==> src/design/fps_pkg.sv <==
// Shared constants for the farthest point sampling block.
// No dependencies.
package fps_pkg;
   localparam int MAX_POINTS_DEF  = 1024;
   localparam int COORD_WIDTH_DEF = 16;
   localparam int KEEP_W          = 7;
   localparam logic [KEEP_W-1:0] KEEP_RESET = 7'd25;
   localparam logic [KEEP_W-1:0] KEEP_MAX   = 7'd64;
   localparam logic [KEEP_W-1:0] KEEP_MIN   = 7'd1;
   localparam int AXIS_X = 0;
   localparam int AXIS_Y = 1;
   localparam int AXIS_Z = 2;
endpackage

==> src/design/fps_cell.sv <==
// One distance cell: squares the difference on its axis and accumulates.
// Depends on fps_pkg.
module fps_cell import fps_pkg::*; #(
   parameter int CW     = COORD_WIDTH_DEF,
   parameter int AXIS   = AXIS_X,
   parameter int IDX_W  = 10,
   parameter int ND_W   = 34
) (
   input  logic                clock,
   input  logic                reset,
   input  logic [3*CW-1:0]     center_pt,
   input  logic                in_valid,
   input  logic [IDX_W-1:0]    in_idx,
   input  logic [3*CW-1:0]     in_pt,
   input  logic [ND_W-1:0]     in_nd,
   input  logic [2*CW+1:0]     in_sum,
   input  logic [2*CW+1:0]     in_sq,
   output logic                out_valid,
   output logic [IDX_W-1:0]    out_idx,
   output logic [3*CW-1:0]     out_pt,
   output logic [ND_W-1:0]     out_nd,
   output logic [2*CW+1:0]     out_sum,
   output logic [2*CW+1:0]     out_sq
);
   logic [CW-1:0]        a, b;
   logic signed [CW:0]   diff;
   logic [CW:0]          mag;
   logic [2*CW+1:0]      sq_in;
   logic                 valid_ff;
   logic [IDX_W-1:0]     idx_ff;
   logic [3*CW-1:0]      pt_ff;
   logic [ND_W-1:0]      nd_ff;
   logic [2*CW+1:0]      sum_ff, sq_ff;

   always_comb begin
      a     = center_pt[AXIS*CW +: CW];
      b     = in_pt[AXIS*CW +: CW];
      diff  = $signed({a[CW-1], a}) - $signed({b[CW-1], b});
      mag   = diff[CW] ? (CW+1)'(-diff) : (CW+1)'(diff);
      sq_in = (2*CW+2)'(mag) * (2*CW+2)'(mag);
   end

   always_ff @(posedge clock) begin
      if (reset) begin
         valid_ff <= 1'b0;
      end else begin
         valid_ff <= in_valid;
      end
      idx_ff <= in_idx;
      pt_ff  <= in_pt;
      nd_ff  <= in_nd;
      sum_ff <= in_sum + in_sq;
      sq_ff  <= sq_in;
   end

   assign out_valid = valid_ff;
   assign out_idx   = idx_ff;
   assign out_pt    = pt_ff;
   assign out_nd    = nd_ff;
   assign out_sum   = sum_ff;
   assign out_sq    = sq_ff;
endmodule

==> config.mk <==
export PLATFORM = sky130hd
export DESIGN_NAME = fps_cell
export DESIGN_NICKNAME = d
export VERILOG_FILES = /design/src/design/fps_pkg.sv /design/src/design/fps_cell.sv
export SDC_FILE = /design/constraint.sdc
export NUM_CORES = 1
export LEC_CHECK = 0
export ABC_AREA = 1
export CAP_MARGIN = 10
export CORE_ASPECT_RATIO = 1.25
export CORE_UTILIZATION = 55
export DETAILED_ROUTE_END_ITERATION = 8
export DONT_BUFFER_PORTS = 1
export PLACE_DENSITY = 0.81
export SYNTH_ARGS = -nofsm -noshare
export SYNTH_HDL_FRONTEND = slang
export SYNTH_SLANG_ARGS = --single-unit
==> constraint.sdc <==
create_clock -name clock -period 13.4 [get_ports clock]
set_input_delay 4.02 -clock clock [delete_from_list [all_inputs] [get_ports clock]]
set_output_delay 4.02 -clock clock [all_outputs]
set_load 0.03 [all_outputs]
==> key figures, run 1 <==
Floorplan
  • Die width: about 150 microns
  • Initial core utilization: 56.3%
  • Die H: 185 microns
  • DIE AREA: 0.0274 sq mm
  • Core area: 0.0262 sq mm
  • I/O pins: 372
  • Core Rows: 66

STA
  • Min Clock Period, post-route: 11.91 ns
  • Hold Fails Final Rpt: 0
  • Fin Setup TNS: 0 ns
  • Final period utilization: between 80% and 90%
  • Setup violators final: 0
  • Slew of the pin with the lowest slew margin: 0.803 ns
  • Slew headroom: 46.4%
  • Final Max Tran Viols: 0
  • FMAX: 0.0840 GHz
  • RSZ-0062 raised after global routing: no

Placed design
  • Final GP Congestion: 0.940
  • Post-placement cell count: 2,097
  • Buffers on Ports: 0
  • Post-DP HPWL: 30,900 microns

Clock network
  • Post-CTS Setup Inserts: 0
  • CTS tree: done
  • Clock root buffer master: clkbuf_16
  • Clock slew at reported path FFs: ~0.080 ns
  • Sink Count: 160
  • Num CTS Buffers: 17
  • CTS max path bufs: 2
  • Post-CTS resize count: 0
  • CTS Hold Bufs: 0
  • H-tree levels: 4

Yosys
  • Avg Inst Size Synth: between 8 and 9 sq um
  • Mux contribution to synthesized area: 0%
  • Largest family of logic cells by synthesized area: adder cells
  • Top cells by area, synth: fa_1, dfxtp_1, ha_1
  • Mapped Area: 0.0147 sq mm
  • Most common cell in the netlist: inv_1
  • Post-synthesis adder-cell area fraction: 39.3%
  • Fraction of the mapped netlist area in simple logic gates: 16.8%
  • Share of the synthesized area in the top cell type: 26.2%
  • Post-synth EDFFs: 0
  • Asr flop ratio synth: 0%
  • Top FF cell, synth: dfxtp_1
  • Synth Area in Compound Gates: 6.23%
  • Syn. warnings: 0
  • Count of cell types in the netlist: 42
  • Register area share after synthesis: 21.7%
  • #FFs+latches synth: 160
  • Synth top cells by count: inv_1, nand2_1, fa_1
  • Post-Synth XOR/XNOR Area: around 4.4%
  • Mapped Cells: 1,759
  • Cell taking the most area after synthesis: fa_1

Job
  • Max cap viols: 0

Hold path
  • Type of the worst min-delay path: in -> reg
  • Hold Crit Depth: 0

Global route
  • Total gr overflow: 0
  • Gr usage total: between 20 and 30%
  • Vias in the first global route: 12,065
  • First-pass GRT wire length: roughly 59,000 microns
  • Largest net degree at the start of global routing: 22
  • Initial antenna violation count: 2

Worst setup path
  • Worst EP required: 13.75 ns
  • Worst Setup EP: out_sq[33]
  • Startpoint Class: input pin
  • Largest fanout on the critical path: 21
  • CP arrival: 12.25 ns
  • Critical path's slowest cell: fa_1
  • Crit Path Category: in -> reg
  • Critical path capture point type: flop
  • CP most frequent cell: inv_1
  • Worst Setup SP: center_pt[0]
  • Crit-path max cell delay: 0.61 ns

Run status
  • Status: finished clean

Routing
  • Routed length on met2: about 20,000 microns
  • Routed vias/inst: between 5 and 6
  • Max Used Layer: met4
  • Met3 wire length: 2280 microns
  • Post-DRT Antenna Nets: 0
  • Met1 wire length: 13,500 microns
  • Remaining DRCs: 0
  • Drt total wl: 37,200 microns
  • Initial DRC count: 620
  • DR vias: 11,477
  • Avg WL per Cell: 17.5 microns
  • DR pass1 iterations: 7

Finish
  • Layout cells sized above 1: 5.03%
  • Layout Cells excl Fill: 2,130
  • Filler cells: approximately 2,300
  • Final #Nets: around 2,300
  • Syn-to-layout area delta: 6.40%
state kept, by name (all words and copies together), names as in the netlist:
name       count
out_pt        48
out_valid      1
out_sq        33
out_nd        34
out_idx       10
out_sum       34
per-stage QoR:
step,worst slack [ns],cell area [sq um],hold slack (ns),utilization (%)
floorplan,2.54,14800,4.05,-
global placement,1.31,15100,4.05,57.7
detailed placement,1.22,15100,4.05,57.7
CTS,1.61,15700,3.58,59.9
global route,0.996,15700,3.58,59.9
finish,1.49,15700,3.60,59.9
logic make-up (layout without fill, tap and decap cells):
group,Yosys count,count (layout)
XOR/XNOR,71,71
flip-flops,160,160
other,2,14
AND/OR/NAND/NOR,577,577
adder cells (fa/ha/maj),347,347
buffers and inverters,436,455
AO/OA/AOI/OAI,166,166
routing by layer:
layer | GRT usage (%) | up-vias
met3 | 3.77 | 106
met1 | 30.4 | 5458
met4 | 13.8 | 0
met2 | 54.0 | 542
li1 | - | 5371
met5 | 0 | -
layout by cell type (no fill, tap or decap), drive strengths merged, types with 13 or more instances in the layout:
master    n
xor2     49
fa      193
ha      154
clkbuf   21
nor3     15
inv     425
dfxtp   160
nand2   329
nand3    72
conb     13
xnor2    22
nor2    141
a21oi    91
o21ai    46
worst min-delay path by stage:
stage	startpoint	slack, ns	to
after global routing	in_nd[25]	3.58	out_nd[25]
after global placement	in_nd[10]	4.05	out_nd[10]
final	in_nd[25]	3.60	out_nd[25]
after detailed placement	in_idx[5]	4.05	out_idx[5]
after floorplan	in_idx[0]	4.05	out_idx[0]
after CTS	in_nd[25]	3.58	out_nd[25]
worst max-delay path, delay by kind of cell:
family	cells	cell delay [ns]
adders and majority gates	9	4.07
and+or+nand+nor	12	1.47
buffers and inverters	10	1.04
AOI/OAI and AO/OA	8	1.64
final cells by class:
type	instances	area, sq um	share of cell area [%]
flip-flops and latches	160	3200	20.4
multi-input cells	1174	9880	63.0
repair buffers	3	22.5	0.144
clock inverters	11	97.6	0.623
well taps	340	425	2.71
inverters	420	1580	10.1
diodes	1	2.50	0.0160
clock buffers	21	470	3.00
Power of run 1 is left out: the tool's default activity adds up to more than one toggle a clock period on the data nets, which glitch-free logic cannot reach.
==> inputs of run 2 (changes only) <==
PLACE_DENSITY = 0.7   (was 0.81)
==> run 2 against run 1 <==
Effect of this change: cell count is essentially flat; first-iteration DRC count rose by 0.48%; non-clock buffer count rose by 1; die area is the same; setup slack lost 0.045 ns; worst hold slack better by 0.0050 ns; critical path depth fell by 1; flip-flop and latch count unchanged; sequential share of layout area shrank 0.065 points; largest cell class unchanged; critical endpoint unchanged; clock-buffer cell count fell by 3.
==> key figures, run 2 (synthesized netlist as in run 1, its figures left out) <==
Placed design
  • Post-DP HPWL: 29,700 microns (-3.7%)
  • Buffers on Ports: 0 (unchanged)
  • DP Area: 0.0151 sq mm (about the same)
  • Final GP Congestion: 0.912 (-2.9%)

Worst setup path
  • Crit-path max cell delay: 0.61 ns (about the same)
  • CP most frequent cell: inv_1
  • Largest fanout on the critical path: 21 (unchanged)
  • Crit Path Category: in -> reg
  • Worst EP required: 13.74 ns (about the same)
  • Critical path capture point type: flop
  • Largest delay contributor family on the critical path: adder cells
  • CP arrival: 12.29 ns (+0.04 ns)
  • Critical path's slowest cell: fa_1
  • Buf+Inv Stages, Crit Path: 9 (-1)
  • Startpoint Class: input pin

Finish
  • Most common cell after layout, fill and taps aside: inv_1
  • Syn-to-layout area delta: 6.73%
  • Final instance area: 0.0157 sq mm (+0.32%)
  • Max reg flops: 48 (unchanged)
  • Final #Nets: 2,335 (+0.043%)
  • Commonest non-fill, non-tap cells in the layout: inv_1, nand2_1, fa_1, dfxtp_1, ha_1
  • Filler cells: 2,303 (+1.9%)
  • Layout cells sized above 1: 5.14% (+0.11 points)

Clock network
  • Clock root buffer master: clkbuf_16
  • CTS max path bufs: 2 (unchanged)
  • Post-CTS resize count: 0 (unchanged)
  • H-tree levels: 4 (unchanged)
  • Post-CTS Setup Inserts: 0 (unchanged)
  • CTS tree: done
  • CTS Hold Bufs: 0 (unchanged)
  • Sink Count: 160 (unchanged)
  • Clock slew at reported path FFs: 0.07 ns (about the same)
  • Num CTS Buffers: 17 (unchanged)

Routing
  • Avg WL per Cell: 16.5 microns (-5.3%)
  • Remaining DRCs: 0 (unchanged)
  • DR vias: 11,226 (-2.2%)
  • Routed vias/inst: 5.27 (-2.3%)
  • Initial DRC count: 623 (+0.48%)
  • Drt total wl: 35,300 microns (-5.2%)
  • DR pass1 iterations: 9 (+2)
  • Post-DRT Antenna Nets: 0 (unchanged)

Floorplan
  • Die width: 148 microns (unchanged)
  • Core Rows: 66 (unchanged)
  • Die H: 185 microns (unchanged)
  • Core area: 0.0262 sq mm (unchanged)
  • I/O pins: 372 (unchanged)
  • Initial core utilization: 56.3% (unchanged)
  • DIE AREA: 0.0274 sq mm (unchanged)

STA
  • Setup violators final: 0 (unchanged)
  • FMAX: 0.0837 GHz (-0.38%)
  • Slew of the pin with the lowest slew margin: 0.688 ns (-0.115 ns)
  • Fin Setup TNS: 0 ns (unchanged)
  • Final Max Tran Viols: 0 (unchanged)
  • Min Clock Period, post-route: 11.95 ns (+0.0453 ns)
  • Final period utilization: 89.2% (+0.34 points)
  • RSZ-0062 raised after global routing: no
  • Slew headroom: 54.1% (+7.6 points)
  • Hold Fails Final Rpt: 0 (unchanged)

Global route
  • Largest net degree at the start of global routing: 22 (unchanged)
  • Initial antenna violation count: 0 (-2)
  • First-pass GRT wire length: 55,800 microns (-5.2%)
  • Vias in the first global route: 11,487 (-4.8%)
  • Gr usage total: 26.9% (-1.4 points)
  • Total gr overflow: 0 (unchanged)

Job
  • Max cap viols: 0 (unchanged)

Hold path
  • Type of the worst min-delay path: in -> reg
  • Min-Delay Endpoint: out_pt[11]
  • Hold Crit Depth: 0 (unchanged)
  • HP Start: in_pt[11]

Run status
  • Status: finished clean
[run 2: cell types whose count changed in the layout (fill, tap and decap cells not counted), sizes merged]
cell / before / now
buf: 3 / 4
bufinv: 0 / 2
clkbuf: 21 / 18
clkinv: 3 / 2
clkinvlp: 3 / 0
diode: 1 / 2
inv: 425 / 430
[run 2: how the worst max path moves through the flow]
stage / start / endpoint / cells after the start
after global placement: center_pt[0] / out_sq[33] / 38
after detailed placement: center_pt[0] / out_sq[33] / 33
after floorplan: center_pt[0] / out_sq[33] / 34
after CTS: center_pt[0] / out_sq[33] / 38
final: center_pt[0] / out_sq[33] / 38
after global routing: center_pt[0] / out_sq[33] / 38
[run 2: cell type report]
class | instances | area (sq um) | share of cell area, %
Antenna cell | 2 | 5.00 | 0.0318
Sequential cell | 160 | 3200 | 20.4
Clock buffer | 18 | 439 | 2.79
Multi-Input combinational cell | 1174 | 9880 | 62.8
Clock inverter | 14 | 169 | 1.07
Tap cell | 340 | 425 | 2.71
Timing Repair Buffer | 4 | 30.0 | 0.191
Inverter | 420 | 1580 | 10.0
[run 2: per-layer routing]
layer	global-route usage, %	vias up	part of all wire [%]
li1	-	5368	-
met1	29.2	5345	38
met2	51.2	438	53
met3	4.43	75	6.0
met4	11.5	0	3.4
met5	0	-	0
[run 2: per-stage QoR]
stage	cells	util (%)	setup slack (ns)	hold WS (ns)
floorplan	1770	-	2.54	4.05
detailed placement	2098	57.7	1.16	4.05
finish	2132	60.1	1.45	3.60
global placement	2098	57.7	1.25	4.05
CTS	2130	60.0	1.59	3.59
global route	2130	60.0	0.937	3.58
Power of run 2 is left out for the same reason.
